===== src/design/box_downscale_4x4_yuv_rgb_assert.svh =====
// Assertion macros for the box downscaler
`ifndef BOX_DOWNSCALE_4X4_YUV_RGB_ASSERT_SVH
`define BOX_DOWNSCALE_4X4_YUV_RGB_ASSERT_SVH
`ifndef SYNTHESIS
`define BDYR_ASSERT_IMPL(label, clk, rst, ante, cons) \
   label: assert property (@(posedge clk) disable iff (rst) (ante) |-> (cons)) \
      else $error("bdyr assertion failed");
`define BDYR_ASSERT_NEXT(label, clk, rst, ante, cons) \
   label: assert property (@(posedge clk) disable iff (rst) (ante) |=> (cons)) \
      else $error("bdyr assertion failed");
`else
`define BDYR_ASSERT_IMPL(label, clk, rst, ante, cons)
`define BDYR_ASSERT_NEXT(label, clk, rst, ante, cons)
`endif
`endif


===== src/design/bdyr_pkg.sv =====
// Shared types and constants of the box downscaler
package bdyr_pkg;

   localparam int PIX_W     = 8;
   localparam int SIZE_W    = 12;
   localparam int POS_W     = 11;
   localparam int LX_W      = 12;
   localparam int CSR_IDX_W = 2;
   localparam int PROD_W    = 21;
   localparam int FRAC_BITS = 10;

   localparam logic [SIZE_W-1:0] SIZE_LIMIT    = SIZE_W'(2048);
   localparam logic [SIZE_W-1:0] SIZE_MIN      = SIZE_W'(1);
   localparam logic [SIZE_W-1:0] WIDTH_RESET   = SIZE_W'(1920);
   localparam logic [SIZE_W-1:0] HEIGHT_RESET  = SIZE_W'(1080);
   localparam logic              MODE_RESET    = 1'b1;

   localparam logic signed [PROD_W-1:0] COEF_RV    = PROD_W'(1436);
   localparam logic signed [PROD_W-1:0] COEF_GU    = PROD_W'(352);
   localparam logic signed [PROD_W-1:0] COEF_GV    = PROD_W'(731);
   localparam logic signed [PROD_W-1:0] COEF_BU    = PROD_W'(1815);
   localparam logic signed [PROD_W-1:0] ROUND_HALF = PROD_W'(512);
   localparam logic signed [PROD_W-1:0] CHROMA_OFS = PROD_W'(128);
   localparam logic signed [PROD_W-1:0] PIX_MAX    = PROD_W'(255);

   typedef enum logic [CSR_IDX_W-1:0] {
      CSR_INPUT_MODE   = 2'd0,
      CSR_FRAME_WIDTH  = 2'd1,
      CSR_FRAME_HEIGHT = 2'd2
   } csr_index_type;

   typedef struct packed {
      logic [PIX_W-1:0] chan_first;
      logic [PIX_W-1:0] chan_second;
      logic [PIX_W-1:0] chan_third;
   } req_payload_type;

   typedef struct packed {
      logic [PIX_W-1:0] out_red;
      logic [PIX_W-1:0] out_green;
      logic [PIX_W-1:0] out_blue;
      logic             row_done;
      logic             frame_done;
   } rsp_payload_type;

   typedef struct packed {
      logic            in_frame;
      logic            first;
      logic            last;
      logic            row_done;
      logic            frame_done;
      logic [LX_W-1:0] lx;
   } scan_info_type;

   typedef struct packed {
      logic valid;
      logic row_done;
      logic frame_done;
   } blk_flags_type;

endpackage


===== src/design/bdyr_color.sv =====
// Rounded block average and optional BT.601 YUV to RGB conversion pipeline
module bdyr_color #(
   parameter int BLOCK_SIZE = 4,
   parameter int SUM_W      = 12
) (
   input  logic                          clock,
   input  logic                          reset,
   input  logic                          advance,
   input  logic                          input_mode,
   input  bdyr_pkg::blk_flags_type       blk_flags,
   input  logic [3*SUM_W-1:0]            blk_sums,
   output logic                          pix_valid,
   output bdyr_pkg::rsp_payload_type     pix
);
   import bdyr_pkg::*;

   localparam int             NPIX    = BLOCK_SIZE * BLOCK_SIZE;
   localparam int             X_W     = SUM_W + 1;
   localparam int             SHIFT   = X_W + $clog2(NPIX) + 1;
   localparam int             RECIP   = ((1 << SHIFT) + NPIX - 1) / NPIX;
   localparam int             RECIP_W = $clog2(RECIP + 1);
   localparam int             MUL_W   = X_W + RECIP_W;
   localparam logic [X_W-1:0] HALF    = X_W'(NPIX / 2);

   function automatic logic [PIX_W-1:0] clamp_pix(input logic signed [PROD_W-1:0] v);
      logic [PIX_W-1:0] r;
      priority if (v < 0) begin
         r = '0;
      end else if (v > PIX_MAX) begin
         r = '1;
      end else begin
         r = v[PIX_W-1:0];
      end
      return r;
   endfunction

   blk_flags_type                a_flags_ff, b_flags_ff;
   logic [2:0][PIX_W-1:0]        avg_ff, avg_in, luma_ff;
   logic signed [PROD_W-1:0]     r_prod_ff, g_prod_ff, b_prod_ff;
   logic signed [PROD_W-1:0]     r_prod_in, g_prod_in, b_prod_in;
   logic [2:0][MUL_W-1:0]        quot;
   logic signed [PROD_W-1:0]     u_w, v_w, y_w;

   always_comb begin
      for (int c = 0; c < 3; c++) begin
         quot[c]   = MUL_W'(blk_sums[c*SUM_W +: SUM_W] + X_W'(HALF)) * MUL_W'(RECIP);
         avg_in[c] = quot[c][SHIFT +: PIX_W];
      end
   end

   always_comb begin
      u_w       = PROD_W'($signed({1'b0, avg_ff[1]})) - CHROMA_OFS;
      v_w       = PROD_W'($signed({1'b0, avg_ff[2]})) - CHROMA_OFS;
      r_prod_in = COEF_RV * v_w + ROUND_HALF;
      g_prod_in = COEF_GU * u_w + COEF_GV * v_w + ROUND_HALF;
      b_prod_in = COEF_BU * u_w + ROUND_HALF;
   end

   always_ff @(posedge clock) begin
      if (reset) begin
         a_flags_ff <= '0;
         b_flags_ff <= '0;
      end else if (advance) begin
         a_flags_ff <= blk_flags;
         b_flags_ff <= a_flags_ff;
      end
   end

   always_ff @(posedge clock) begin
      if (advance) begin
         avg_ff    <= avg_in;
         luma_ff   <= avg_ff;
         r_prod_ff <= r_prod_in;
         g_prod_ff <= g_prod_in;
         b_prod_ff <= b_prod_in;
      end
   end

   always_comb begin
      y_w = PROD_W'($signed({1'b0, luma_ff[0]}));
      if (input_mode) begin
         pix.out_red   = clamp_pix(y_w + (r_prod_ff >>> FRAC_BITS));
         pix.out_green = clamp_pix(y_w - (g_prod_ff >>> FRAC_BITS));
         pix.out_blue  = clamp_pix(y_w + (b_prod_ff >>> FRAC_BITS));
      end else begin
         pix.out_red   = luma_ff[0];
         pix.out_green = luma_ff[1];
         pix.out_blue  = luma_ff[2];
      end
      pix.row_done   = b_flags_ff.row_done;
      pix.frame_done = b_flags_ff.frame_done;
      pix_valid      = b_flags_ff.valid;
   end

endmodule


===== config.mk =====
export PLATFORM = sky130hd
export DESIGN_NAME = bdyr_color
export DESIGN_NICKNAME = d
export VERILOG_FILES = /design/src/design/box_downscale_4x4_yuv_rgb_assert.svh /design/src/design/bdyr_pkg.sv /design/src/design/bdyr_color.sv
export SDC_FILE = /design/constraint.sdc
export NUM_CORES = 1
export LEC_CHECK = 0
export BUFFER_PORTS_ARGS = -buffer_cell sky130_fd_sc_hd__buf_2
export CAP_MARGIN = 15
export CORE_MARGIN = 4
export CORE_UTILIZATION = 40
export CTS_CLUSTER_DIAMETER = 60
export DETAILED_ROUTE_END_ITERATION = 12
export GPL_ROUTABILITY_DRIVEN = 0
export MAX_ROUTING_LAYER = met4
export PLACE_DENSITY_LB_ADDON = 0.25
export RECOVER_POWER = 100
export REMOVE_ABC_BUFFERS = 1
export SLEW_MARGIN = 20
export SYNTH_ARGS = -nofsm -noshare
export SYNTH_HDL_FRONTEND = slang
export SYNTH_SLANG_ARGS = --single-unit

===== constraint.sdc =====
create_clock -name clock -period 15.55 [get_ports clock]
set_input_delay 0.7775 -clock clock [delete_from_list [all_inputs] [get_ports clock]]
set_output_delay 0.7775 -clock clock [all_outputs]
set_load 0.005 [all_outputs]

==> results.ini <==
[timing]
hold_viol_final = 0
finalClockSkew_ns = 0.00836
worst_pin_slew_ns = 3.12
min_period_ns = 6.29
rsz0062_at_grt = false
clock.fmax_mhz = 159
period_share = 0.405
maxSlewHeadroom = -1.08
setup_violations = 0
finalMaxSlewViolations = 90
tns_ns = 0

[critical_path]
worstPathRequired_ns = 15.65
crit_arrival_ns = 6.39
timing.rr.start = avg_ff[23]
critPathKind = reg2reg
end_kind = register
cp_max_fo = 10
cp-start-kind = register
critPathLaunch = avg_ff[23]

[cts]
numCtsBuffers = 9
cts_tree = yes
h-tree-depth = 3
cts_resized = 0
cts_hold_buf = 0
clk_pin_slew_ns = 0.07
cts_root_buffer = clkbuf_16
clockBufferDepth = 2
post_cts_buffers = 0
clkSinkCount = 87
clock_latency_ns = 0.35

[drt]
drc = 0
ant_nets = 0
avgRoutedWirePerCell_um = 15.2
drtIter0Drc = 343
viasPerCell = 5.02
drt-total-wl_mm = 21.6
num_vias = 7103
firstDrtPassIters = 5

[power]
seq_power_share = 0.173
p_switching_uw = 1210
p_per_area_mw_per_mm2 = 225
intPower_uw = 1360
swShare = 0.472
p_comb_frac = 0.743
vdd_drop_max_v = 0.000122
p_clk_frac = 0.084
p_leak_uw = 0.00558

[logic_synthesis]
syn_area_per_cell_um2 = 10.5
async_flop_share = 0
ys.flop_type = edfxtp_1
syn_area_mm2 = 0.0105
synth_top_area_share = 0.243
synth_area_leaders = ha_1, edfxtp_1, fa_1
synth_edf_count = 81
yosysTopAreaCell = ha_1
ys_warn_count = 0
synth.ff_latch_count = 87
ys_seq_area_frac = 0.242
synth_cells = 1007
synthDistinctLibCells = 69

[run]
maxCapViolCount = 2

[floorplan]
die_x_um = 170
core_area_mm2 = 0.0260
start_util = 0.406
ioPinCount = 70
dieHeight_um = 170
dieArea_mm2 = 0.0290
rows = 59

[finish]
utilization = 0.441
instances_no_fill = 1414
area_growth_pct = 8.64
diodes = 0
nNetsFinal = 1405
drive_above_1_share = 0.0658

[global_route]
grt_usage = 0.160
grt_max_degree = 63
antenna_found_initial = 0
met2_usage = 0.251
grt_pass1_vias = 7042
met3_usage = 0.0207
busiest_layer = met2
use_met1 = 0.220
grt_overflow = 0
grt_pass1_wl_mm = 35.7

[placed_design]
place_hpwl_mm = 17.9
port_buffers = 60
dp.cells = 1398

[run_status]
status = finished, violations left
violations = capacitance limit, slew limit

[min_path]
hold_class = reg2reg
hp-start = avg_ff[3]

## final timing paths
check,end,slack [ns],cells after the start
setup / recovery,r_prod_ff[19],9.26,19
hold / removal,luma_ff[3],0.42,0
setup reg to reg,r_prod_ff[19],9.26,19
hold reg to reg,luma_ff[3],0.42,0
## cells by family (layout without fill, tap and decap cells)
group,count (synthesis),count (layout),synth area share
and+or+nand+nor,194,194,0.0948
adders and majority gates,288,288,0.401
xor gates and xnor gates,92,92,0.0809
DFF,87,87,0.242
muxes,12,12,0.0116
AOI/OAI and AO/OA,126,126,0.0953
buffers and inverters,208,280,0.0741
## registers in the layout, summed over array words and instances, names as in the netlist
signal	count
a_flags_ff	3
avg_ff	24
b_prod_ff	11
g_prod_ff	11
luma_ff	24
pix	2
pix_valid	1
r_prod_ff	11
## worst max-delay path: stages (launching register included)
cell	delay (ns)
edfxtp_1	0.61
inv_1	0.53
ha_1	0.34
inv_1	0.24
ha_1	0.20
inv_1	0.05
fa_1	0.48
inv_1	0.06
fa_1	0.53
inv_1	0.05
fa_1	0.50
inv_1	0.04
ha_1	0.36
nand2_1	0.16
o2111ai_1	0.27
o311a_1	0.40
o21ai_0	0.56
a21boi_2	0.16
a21oi_2	0.19
xnor3_1	0.31
## metal layers
metal  vias to the layer above  wire length (um)
li1                       3576                 -
met1                      3383             10600
met2                       114              9810
met3                        30               737
met4                         0               435
met5                         -                 0
## through the flow
stage | cell area, um2 | hold slack [ns] | setup WS, ns | total power, uW
after CTS | 11500 | 0.423 | 9.60 | 2630
after detailed placement | 11200 | 0.405 | 9.63 | 2400
after global routing | 11400 | 0.430 | 8.77 | 2880
after global placement | 11200 | 0.404 | 9.66 | 2360
final | 11400 | 0.421 | 9.26 | 2570
after floorplan | 10500 | 0.400 | 10.37 | 1940
## final cells by class
type                            count  area (um2)
Timing Repair Buffer               61         279
Clock buffer                        9         225
Tap cell                          335         419
Inverter                          203         762
Sequential cell                    87        2550
Multi-Input combinational cell    712        7140
Clock inverter                      7        72.6
Fill cell                        2539       14500
## synth_stat cells (2+ instances only)
master and number:
nor2b_1 5, o21bai_1 4, o221a_1 8, o2111ai_1 3
o211ai_1 4, fa_1 83, a31oi_1 6, nand3b_1 4
xor2_1 35, nor3b_1 2, o21ai_0 14, nor2_1 56
o21ai_1 3, o41ai_2 3, or3_1 5, and4_1 2
edfxtp_1 81, nand3_1 21, and3_1 10, xnor3_1 2
nand2b_1 8, nand4_1 15, dfxtp_1 6, nor3_1 13
and2_1 7, mux2_2 2, ha_1 205, xnor2_1 54
a21o_1 13, o21a_1 7, or2_2 5, nand2_1 33
clkbuf_1 5, inv_1 203, a221o_1 8, o31ai_1 2
o221ai_1 5, a21oi_1 25, mux2i_1 10
## cells in the final DEF (no fill, tap or decap), types with 5 or more instances in the layout
master,count
a21oi_1,25
clkbuf_16,9
a221o_1,8
ha_1,205
o21ai_0,18
or3_1,5
fa_1,83
o221a_1,8
buf_2,39
a21o_1,13
xor2_1,35
a31oi_1,6
clkbuf_1,21
o221ai_1,5
nand2_1,33
inv_1,203
nor3_1,13
nor2b_1,5
xnor2_1,54
o211ai_1,5
nand2b_1,8
and3_1,10
or2_2,5
mux2i_1,10
o21a_1,7
and2_0,5
nand4_1,15
nor2_1,56
nand3_1,21
edfxtp_1,81
dfxtp_1,6
## power by group through the flow
stage	logic, uW	registers, uW	clock network [uW]
5_1_grt	2200	452	231
3_3_place_gp	1910	451	0
3_5_place_dp	1940	452	0
6_report	1910	445	217
4_1_cts	1960	446	224
2_1_floorplan	1510	427	0
Note: power is estimated with default switching activity, not from simulation.
