===== src/design/box_downscale_4x4_yuv_rgb_assert.svh =====
// Assertion macros for the box downscaler
`ifndef BOX_DOWNSCALE_4X4_YUV_RGB_ASSERT_SVH
`define BOX_DOWNSCALE_4X4_YUV_RGB_ASSERT_SVH
`ifndef SYNTHESIS
`define BDYR_ASSERT_IMPL(label, clk, rst, ante, cons) \
   label: assert property (@(posedge clk) disable iff (rst) (ante) |-> (cons)) \
      else $error("bdyr assertion failed");
`define BDYR_ASSERT_NEXT(label, clk, rst, ante, cons) \
   label: assert property (@(posedge clk) disable iff (rst) (ante) |=> (cons)) \
      else $error("bdyr assertion failed");
`else
`define BDYR_ASSERT_IMPL(label, clk, rst, ante, cons)
`define BDYR_ASSERT_NEXT(label, clk, rst, ante, cons)
`endif
`endif


===== src/design/bdyr_pkg.sv =====
// Shared types and constants of the box downscaler
package bdyr_pkg;

   localparam int PIX_W     = 8;
   localparam int SIZE_W    = 12;
   localparam int POS_W     = 11;
   localparam int LX_W      = 12;
   localparam int CSR_IDX_W = 2;
   localparam int PROD_W    = 21;
   localparam int FRAC_BITS = 10;

   localparam logic [SIZE_W-1:0] SIZE_LIMIT    = SIZE_W'(2048);
   localparam logic [SIZE_W-1:0] SIZE_MIN      = SIZE_W'(1);
   localparam logic [SIZE_W-1:0] WIDTH_RESET   = SIZE_W'(1920);
   localparam logic [SIZE_W-1:0] HEIGHT_RESET  = SIZE_W'(1080);
   localparam logic              MODE_RESET    = 1'b1;

   localparam logic signed [PROD_W-1:0] COEF_RV    = PROD_W'(1436);
   localparam logic signed [PROD_W-1:0] COEF_GU    = PROD_W'(352);
   localparam logic signed [PROD_W-1:0] COEF_GV    = PROD_W'(731);
   localparam logic signed [PROD_W-1:0] COEF_BU    = PROD_W'(1815);
   localparam logic signed [PROD_W-1:0] ROUND_HALF = PROD_W'(512);
   localparam logic signed [PROD_W-1:0] CHROMA_OFS = PROD_W'(128);
   localparam logic signed [PROD_W-1:0] PIX_MAX    = PROD_W'(255);

   typedef enum logic [CSR_IDX_W-1:0] {
      CSR_INPUT_MODE   = 2'd0,
      CSR_FRAME_WIDTH  = 2'd1,
      CSR_FRAME_HEIGHT = 2'd2
   } csr_index_type;

   typedef struct packed {
      logic [PIX_W-1:0] chan_first;
      logic [PIX_W-1:0] chan_second;
      logic [PIX_W-1:0] chan_third;
   } req_payload_type;

   typedef struct packed {
      logic [PIX_W-1:0] out_red;
      logic [PIX_W-1:0] out_green;
      logic [PIX_W-1:0] out_blue;
      logic             row_done;
      logic             frame_done;
   } rsp_payload_type;

   typedef struct packed {
      logic            in_frame;
      logic            first;
      logic            last;
      logic            row_done;
      logic            frame_done;
      logic [LX_W-1:0] lx;
   } scan_info_type;

   typedef struct packed {
      logic valid;
      logic row_done;
      logic frame_done;
   } blk_flags_type;

endpackage


===== src/design/bdyr_scan.sv =====
// Raster position counters and block classification of the incoming pixel
module bdyr_scan #(
   parameter int BLOCK_SIZE    = 4,
   parameter int MAX_OUT_WIDTH = 512
) (
   input  logic                           clock,
   input  logic                           reset,
   input  logic                           accept,
   input  logic [bdyr_pkg::SIZE_W-1:0]    frame_width,
   input  logic [bdyr_pkg::SIZE_W-1:0]    frame_height,
   output bdyr_pkg::scan_info_type        info
);
   import bdyr_pkg::*;

   localparam int               DX_W     = $clog2(BLOCK_SIZE);
   localparam logic [DX_W-1:0]  D_LAST   = DX_W'(BLOCK_SIZE - 1);
   localparam logic [SIZE_W:0]  SPAN1    = (SIZE_W + 1)'(BLOCK_SIZE);
   localparam logic [SIZE_W:0]  SPAN2    = (SIZE_W + 1)'(2 * BLOCK_SIZE);
   localparam logic [LX_W:0]    KEPT_LIM = (LX_W + 1)'(MAX_OUT_WIDTH);
   localparam logic [LX_W-1:0]  LX_LAST  = LX_W'(MAX_OUT_WIDTH - 1);

   logic [POS_W-1:0] col_ff, col_in, row_ff, row_in;
   logic [POS_W-1:0] bx_ff, bx_in, by_ff, by_in;
   logic [DX_W-1:0]  dx_ff, dx_in, dy_ff, dy_in;
   logic [LX_W-1:0]  lx_ff, lx_in;
   logic [SIZE_W:0]  bx_ext, by_ext, w_ext, h_ext;
   logic             col_wrap, row_wrap, row_more, col_more;

   always_comb begin
      bx_ext   = (SIZE_W + 1)'(bx_ff);
      by_ext   = (SIZE_W + 1)'(by_ff);
      w_ext    = (SIZE_W + 1)'(frame_width);
      h_ext    = (SIZE_W + 1)'(frame_height);
      col_more = (bx_ext + SPAN2) <= w_ext;
      row_more = (by_ext + SPAN2) <= h_ext;
      info.in_frame   = ((bx_ext + SPAN1) <= w_ext) && ((by_ext + SPAN1) <= h_ext) &&
                        ((LX_W + 1)'(lx_ff) < KEPT_LIM);
      info.first      = (dx_ff == '0) && (dy_ff == '0);
      info.last       = (dx_ff == D_LAST) && (dy_ff == D_LAST);
      info.row_done   = !col_more || (lx_ff == LX_LAST);
      info.frame_done = info.row_done && !row_more;
      info.lx         = lx_ff;
      col_wrap = (SIZE_W'(col_ff) + SIZE_W'(1)) >= frame_width;
      row_wrap = (SIZE_W'(row_ff) + SIZE_W'(1)) >= frame_height;
   end

   always_comb begin
      col_in = col_ff;
      row_in = row_ff;
      bx_in  = bx_ff;
      by_in  = by_ff;
      dx_in  = dx_ff;
      dy_in  = dy_ff;
      lx_in  = lx_ff;
      if (accept) begin
         if (col_wrap) begin
            col_in = '0;
            bx_in  = '0;
            dx_in  = '0;
            lx_in  = '0;
            if (row_wrap) begin
               row_in = '0;
               by_in  = '0;
               dy_in  = '0;
            end else begin
               row_in = row_ff + POS_W'(1);
               if (dy_ff == D_LAST) begin
                  dy_in = '0;
                  by_in = by_ff + POS_W'(BLOCK_SIZE);
               end else begin
                  dy_in = dy_ff + DX_W'(1);
               end
            end
         end else begin
            col_in = col_ff + POS_W'(1);
            if (dx_ff == D_LAST) begin
               dx_in = '0;
               bx_in = bx_ff + POS_W'(BLOCK_SIZE);
               lx_in = lx_ff + LX_W'(1);
            end else begin
               dx_in = dx_ff + DX_W'(1);
            end
         end
      end
   end

   always_ff @(posedge clock) begin
      if (reset) begin
         col_ff <= '0;
         row_ff <= '0;
         bx_ff  <= '0;
         by_ff  <= '0;
         dx_ff  <= '0;
         dy_ff  <= '0;
         lx_ff  <= '0;
      end else begin
         col_ff <= col_in;
         row_ff <= row_in;
         bx_ff  <= bx_in;
         by_ff  <= by_in;
         dx_ff  <= dx_in;
         dy_ff  <= dy_in;
         lx_ff  <= lx_in;
      end
   end

endmodule


===== config.mk =====
export PLATFORM = sky130hd
export DESIGN_NAME = bdyr_scan
export DESIGN_NICKNAME = d
export VERILOG_FILES = /design/src/design/box_downscale_4x4_yuv_rgb_assert.svh /design/src/design/bdyr_pkg.sv /design/src/design/bdyr_scan.sv
export SDC_FILE = /design/constraint.sdc
export NUM_CORES = 1
export LEC_CHECK = 0
export ABC_AREA = 1
export BUFFER_PORTS_ARGS = -buffer_cell sky130_fd_sc_hd__buf_2
export CORE_ASPECT_RATIO = 1.75
export CORE_MARGIN = 2
export CORE_UTILIZATION = 30
export CTS_CLUSTER_DIAMETER = 200
export CTS_CLUSTER_SIZE = 8
export DETAILED_ROUTE_END_ITERATION = 8
export HOLD_SLACK_MARGIN = 0.1
export PLACE_DENSITY = 0.54
export SYNTH_ARGS = -nofsm -noshare
export SYNTH_HDL_FRONTEND = slang
export SYNTH_SLANG_ARGS = --single-unit

===== constraint.sdc =====
create_clock -name clock -period 3.2 [get_ports clock]
set_input_delay 0.64 -clock clock [delete_from_list [all_inputs] [get_ports clock]]
set_output_delay 0.64 -clock clock [all_outputs]
set_load 0.1 [all_outputs]

==> out/results.tsv, run 1 <==
metric	value	unit
Final nets	901	
total track usage	17.0	%
Clk pwr share	39.8	%
DRC violations left	0	
pwr/cell area	237	mW/mm^2
clk_lat worst skew	0.31	ns
Worst Slack Setup Final	-0.123	ns
Comb pwr share	12.7	%
Die X	100	um
vias	4732	
RR Endpoint	by_ff[9]	
Min-Delay Path Depth	2	
Core Rows	61	
post-synth top area share	23.1	%
global-route wire length before repair	22.7	mm
dominant cell type by area after synthesis	dfxtp_1	
Arrival @ worst endpoint	2.68	ns
actual slew at the worst max-slew pin	0.600	ns
Die Ht	172	um
Starting Density	30.6	%
dpl hpwl	11.9	mm
register area	0.00114	sq mm
Hold Crit Start	col_ff[4]	
placed cells	974	
Yosys cell types	39	
number of global-route vias before repair	4719	
final setup skew	0.00906	ns
Final GP Congestion	0.813	
depth of the most critical reg-to-reg path	18	
CP Class	register to primary output	
# diodes	0	
Avg Cell Area, Syn	6.91	sq um
fmax	301	MHz
Hold EP	col_ff[4]	
Post-Syn Area	0.00485	sq mm
RSZ-0062 raised after global routing	true	
hold crit path type	register to register	
htree depth	2	
clk slew on worst S/H paths	0.08	ns
critical path fanouts, max	4	
Root Driver	clkbuf_16	
Leak	2.98	nW
Area contributors post-synth	dfxtp_1 23%, ha_1 19%, nand2_1 13%, inv_1 8.1%, xor2_1 6.5%	
Sw Pwr	0.000404	W
Rel. slew slack	60.0	%
layout cells sized above 1	24.0	%
drt total wl	14.5	mm
Core Box Area	0.0159	sq mm
sw frac	27.3	%
failing checks	negative setup slack	
#FFs+latches synth	56	
fin crit share	104	%
largest net degree at the start of global routing	28	
sequential share of power	47.4	%
Int Power	0.00108	W
IR drop worst, VDD	0.196	mV
Post-Place Cell Area	0.00565	sq mm
CTS tree	done	
PortBufs	43	
DR iter-0 viols	135	
clock sink total	56	
reg2reg start	row_ff[1]	
Final Cell Area	0.00626	sq mm
critical path capture point type	primary output	
sequential area share after synthesis	23.1	%
reg-to-reg slack, setup	0.32	ns
GR Overflow Total	0	
initial antenna violation count	0	
Mapped Cells	703	
final slew viol count	0	
CTS Buf Count	5	
Ys Warns	0	
Filler Cell Count	1715	
die area	0.0173	sq mm
outcome	finished with violations	
multi-input combinational cell area	0.00363	sq mm
Max Cap Violations	0	
DR vias/cell	4.78	
WP data required	2.56	ns
non-filler cells, final	989	
clock buffer depth	2	
I/O pin cnt	44	
antenna viol nets, final	0	
min cycle time layout	3.32	ns
pre-CTS setup slack	-0.0364	ns
synthesized net count	805	
P&R area growth vs syn	28.9	%
drt wl/cell	14.6	um
drt first pass iters	4	
Hold Vio Cnt, Final	0	
# setup viols final	3	
Critical Path Source Type	register	
worst max-delay path, cell delays in order, from the launching register on:
cell,delay [ns]
dfxtp_2,0.38
buf_4,0.16
nand2_1,0.09
nor2_4,0.15
nand3_1,0.11
xor2_1,0.15
inv_1,0.06
ha_1,0.30
nand4_1,0.14
nor3_2,0.20
nand3_1,0.11
nand4_1,0.09
nand2_1,0.10
a21oi_4,0.15
buf_12,0.19
metal layers:
layer / routed length [um] / GRT usage [%] / up-vias / part of all wire [%]
met5: 0 / 0 / - / 0
met4: 559 / 8.58 / 0 / 3.9
met3: 309 / 1.86 / 32 / 2.1
met2: 8440 / 35.3 / 73 / 58
met1: 5160 / 15.7 / 2157 / 36
li1: - / - / 2470 / -
worst max path at each step:
stage / from / to / slack, ns / cells after the start
finish: by_ff[5] / info[12] / -0.12 / 14
global route: bx_ff[3] / info[12] / -0.25 / 14
CTS: bx_ff[3] / info[16] / -0.18 / 15
detailed placement: by_ff[5] / info[12] / -0.04 / 14
global placement: by_ff[5] / info[12] / -0.05 / 14
floorplan: bx_ff[4] / info[12] / -0.21 / 13
stage by stage:
stage	hold WS (ns)	util (%)	setup TNS, ns	power, W
3_3_place_gp	0.454	35.6	-0.0547	0.000902
2_1_floorplan	0.445	-	-0.222	0.000835
5_1_grt	0.499	39.4	-0.696	0.00155
6_report	0.466	39.4	-0.253	0.00148
3_5_place_dp	0.460	35.6	-0.0387	0.000904
4_1_cts	0.471	38.0	-0.417	0.00149
state kept, by name, summed over array words and instances, names as in the netlist:
register and cells:
bx_ff 9, dx_ff 2, dy_ff 2, lx_ff 12, row_ff 11, by_ff 9, col_ff 11
Yosys cell counts, drive strengths merged:
library cell / instances
ha: 75
a211oi: 2
clkinv: 1
mux2i: 1
xor2: 36
o211ai: 3
o22ai: 1
xnor2: 5
nor4: 1
buf: 7
nand2: 184
nand3b: 1
a21oi: 57
o31ai: 1
nand4: 18
or2: 3
o21a: 2
nor3: 16
o21ai: 28
dfxtp: 56
inv: 106
clkbuf: 3
nor2: 54
nand3: 42
cell type report:
cell class              count  area share, %
well taps                 189           3.78
multi-input cells         530           57.9
repair buffers             99           11.1
flip-flops and latches     56           18.2
clock inverters             2          0.240
clock buffers               6           2.22
inverters                 107           6.52
cells in the final DEF (no fill, tap or decap), types with 4 or more instances in the layout:
| cell | count |
|---|---|
| nand2_1 | 169 |
| inv_1 | 102 |
| ha_1 | 67 |
| buf_4 | 52 |
| a21oi_1 | 50 |
| dfxtp_1 | 48 |
| buf_2 | 40 |
| nor2_1 | 37 |
| nand3_1 | 35 |
| xor2_1 | 34 |
| nand4_1 | 18 |
| o21ai_1 | 16 |
| nand2_2 | 11 |
| o21ai_0 | 10 |
| nor3_1 | 9 |
| nor2_4 | 9 |
| ha_4 | 8 |
| nor2_2 | 6 |
| nor3_2 | 5 |
| a21oi_2 | 5 |
| dfxtp_2 | 5 |
| clkbuf_16 | 5 |
| xnor2_1 | 4 |
| nand3_4 | 4 |
| buf_6 | 4 |
power groups by stage:
stage	sequential [W]	combinational (W)	clock, W
after floorplan	0.000722	0.000113	0
after global placement	0.000721	0.000182	0
after detailed placement	0.000721	0.000183	0
after CTS	0.000702	0.000186	0.000605
after global routing	0.000703	0.000212	0.000634
final	0.000702	0.000189	0.000590
cell families (layout without fill, tap and decap cells):
| logic type | Yosys count | in the layout | share of synthesized area, % |
|---|---|---|---|
| AND/OR/NAND/NOR | 319 | 319 | 29.8 |
| buffers and inverters | 117 | 214 | 9.56 |
| AO/OA/AOI/OAI | 94 | 94 | 10.6 |
| adder cells (fa/ha/maj) | 75 | 75 | 19.3 |
| flip-flops | 56 | 56 | 23.1 |
| XOR/XNOR | 41 | 41 | 7.40 |
| multiplexers | 1 | 1 | 0.206 |
repair_timing:
action                     CTS  global route
resized for setup           43            49
hold buffers                 0             0
buffers inserted             6             2
gates cloned                 0             0
setup endpoints to repair    3            27
pin swaps                   27            30
Power figures use the tool's default switching activity.
==> inputs of run 2 (changes only) <==
--- a/config.mk
+++ b/config.mk
@@ -13,8 +13,10 @@
 export CTS_CLUSTER_DIAMETER = 200
 export CTS_CLUSTER_SIZE = 8
 export DETAILED_ROUTE_END_ITERATION = 8
+export GPL_TIMING_DRIVEN = 0
 export HOLD_SLACK_MARGIN = 0.1
 export PLACE_DENSITY = 0.54
+export SKIP_CTS_REPAIR_TIMING = 1
 export SYNTH_ARGS = -nofsm -noshare
 export SYNTH_HDL_FRONTEND = slang
 export SYNTH_SLANG_ARGS = --single-unit
==> out/results.tsv, run 2 (same netlist as run 1, synthesis figures left out) <==
metric	value	unit	change
Hold Crit Start	col_ff[10]		was col_ff[4]
drt wl/cell	14.2	um	was 14.6 um
DR iter-0 viols	128		was 135
drt first pass iters	4		unchanged
antenna viol nets, final	0		unchanged
final setup skew	0.00663	ns	was 0.00906 ns
Critical Path Source Type	register		unchanged
initial antenna violation count	0		unchanged
reg-to-reg slack, setup	0.22	ns	was 0.32 ns
DR vias/cell	4.80		was 4.78
failing checks	negative setup slack		unchanged
total track usage	15.7	%	was 17.0%
Worst Slack Setup Final	-0.220	ns	was -0.123 ns
most common cell after layout, fill and taps aside	nand2_1		unchanged
Clk pwr share	41.8	%	was 39.8%
Starting Density	30.6	%	unchanged
most frequent cells in the layout	170 x nand2_1, 104 x inv_1, 71 x ha_1		was 169 x nand2_1, 102 x inv_1, 67 x ha_1
reg2reg start	col_ff[0]		was row_ff[1]
Rel. slew slack	52.6	%	was 60.0%
sequential share of power	46.3	%	was 47.4%
Setup TNS	-0.483	ns	was -0.253 ns
outcome	finished with violations		unchanged
# setup viols final	3		unchanged
largest net degree at the start of global routing	17		was 28
min cycle time layout	3.42	ns	was 3.32 ns
GR Overflow Total	0		unchanged
fmax	292	MHz	was 301 MHz
clock buffer depth	2		unchanged
Leak	2.84	nW	was 2.98 nW
Largest register FFs	12		unchanged
Root Driver	clkbuf_16		unchanged
Core Box Area	0.0159	sq mm	unchanged
depth of the most critical reg-to-reg path	16		was 18
clk slew on worst S/H paths	0.07	ns	was 0.08 ns
number of global-route vias before repair	4395		was 4719
fin crit share	107	%	was 104%
CTS tree	done		unchanged
Hold EP	col_ff[10]		was col_ff[4]
DRC violations left	0		unchanged
Final nets	871		was 901
Die X	100	um	unchanged
global-route wire length before repair	21.2	mm	was 22.7 mm
hold crit path type	register to register		unchanged
Final GP Congestion	0.859		was 0.813
WP data required	2.56	ns	about the same
WHS	0.464	ns	was 0.466 ns
Hold Vio Cnt, Final	0		unchanged
final slew viol count	0		unchanged
Int Power	0.00112	W	was 0.00108 W
pwr/cell area	254	mW/mm^2	was 237 mW/mm^2
CP Class	register to primary output		unchanged
critical path fanouts, max	4		unchanged
vias	4605		was 4732
Min-Delay Path Depth	2		unchanged
Die Ht	172	um	unchanged
Most flops, register	lx_ff		unchanged
RR Endpoint	lx_ff[7]		was by_ff[9]
I/O pin cnt	44		unchanged
P&R area growth vs syn	22.3	%	was 28.9%
clock sink total	56		unchanged
htree depth	2		unchanged
IR drop worst, VDD	0.291	mV	was 0.196 mV
Max Cap Violations	0		unchanged
Core Rows	61		unchanged
die area	0.0173	sq mm	unchanged
critical path capture point type	primary output		unchanged
Arrival @ worst endpoint	2.78	ns	was 2.68 ns
# diodes	0		unchanged
sw frac	25.6	%	was 27.3%
dpl hpwl	11.0	mm	was 11.9 mm
actual slew at the worst max-slew pin	0.711	ns	was 0.600 ns
PortBufs	41		was 43
Regs by FF count	lx_ff: 12 flops, col_ff: 11 flops, row_ff: 11 flops		unchanged
drt total wl	13.6	mm	was 14.5 mm
RSZ-0062 raised after global routing	true		unchanged
Sw Pwr	0.000387	W	was 0.000404 W
clk_lat worst skew	0.30	ns	was 0.31 ns
Comb pwr share	11.9	%	was 12.7%
layout cells sized above 1	19.6	%	was 24.0%
CTS Buf Count	5		unchanged
==> run 2: power by group through the flow <==
stage                     registers, W  logic [W]  clock network [W]
final                         0.000699   0.000179           0.000632
after global routing          0.000700   0.000202           0.000669
after CTS                     0.000705   0.000174           0.000651
after detailed placement      0.000722   0.000173                  0
after global placement        0.000721   0.000172                  0
after floorplan               0.000722   0.000113                  0
==> run 2: worst max-delay path by stage <==
stage	slack (ns)	end	start
global placement	-0.50	info[16]	bx_ff[2]
floorplan	-0.21	info[12]	bx_ff[4]
CTS	-0.80	info[16]	bx_ff[2]
detailed placement	-0.47	info[16]	bx_ff[2]
finish	-0.22	info[16]	by_ff[3]
global route	-0.41	info[16]	bx_ff[3]
==> run 2: metal layers <==
metal  vias up  wire [um]  GRT usage (%)
met5         -          0              0
met4         0        437           6.43
met3        26        250           1.54
met2        60       7850           32.3
met1      2100       5080           15.3
li1       2419          -              -
==> run 2: final cells by class <==
type	count	area [sq um]
clock inverters	2	35.0
multi-input cells	530	3530
well taps	189	236
clock buffers	6	129
inverters	107	402
repair buffers	59	390
plain buffers	10	62.6
fillers	1736	9940
flip-flops and latches	56	1150
==> run 2: critical path, cell delays in order (launching register included) <==
cell and delay (ns):
dfxtp_2 0.39, ha_2 0.21, nand3_2 0.11, inv_1 0.09, nand2_1 0.06, xor2_1 0.17
ha_1 0.31, nand4_1 0.18, nor2_2 0.20, o21ai_2 0.09, o211ai_1 0.12, nor2_1 0.10
a21oi_2 0.22, nor2_4 0.06, buf_12 0.17
==> run 2: stage by stage <==
step	worst slack (ns)	area, sq um	util (%)	power (W)	cells
3_3_place_gp	-0.501	5310	33.4	0.000893	933
6_report	-0.220	5940	37.4	0.00151	959
3_5_place_dp	-0.471	5310	33.4	0.000895	933
2_1_floorplan	-0.212	4870	-	0.000835	703
5_1_grt	-0.412	5940	37.4	0.00157	959
4_1_cts	-0.803	5470	34.5	0.00153	941
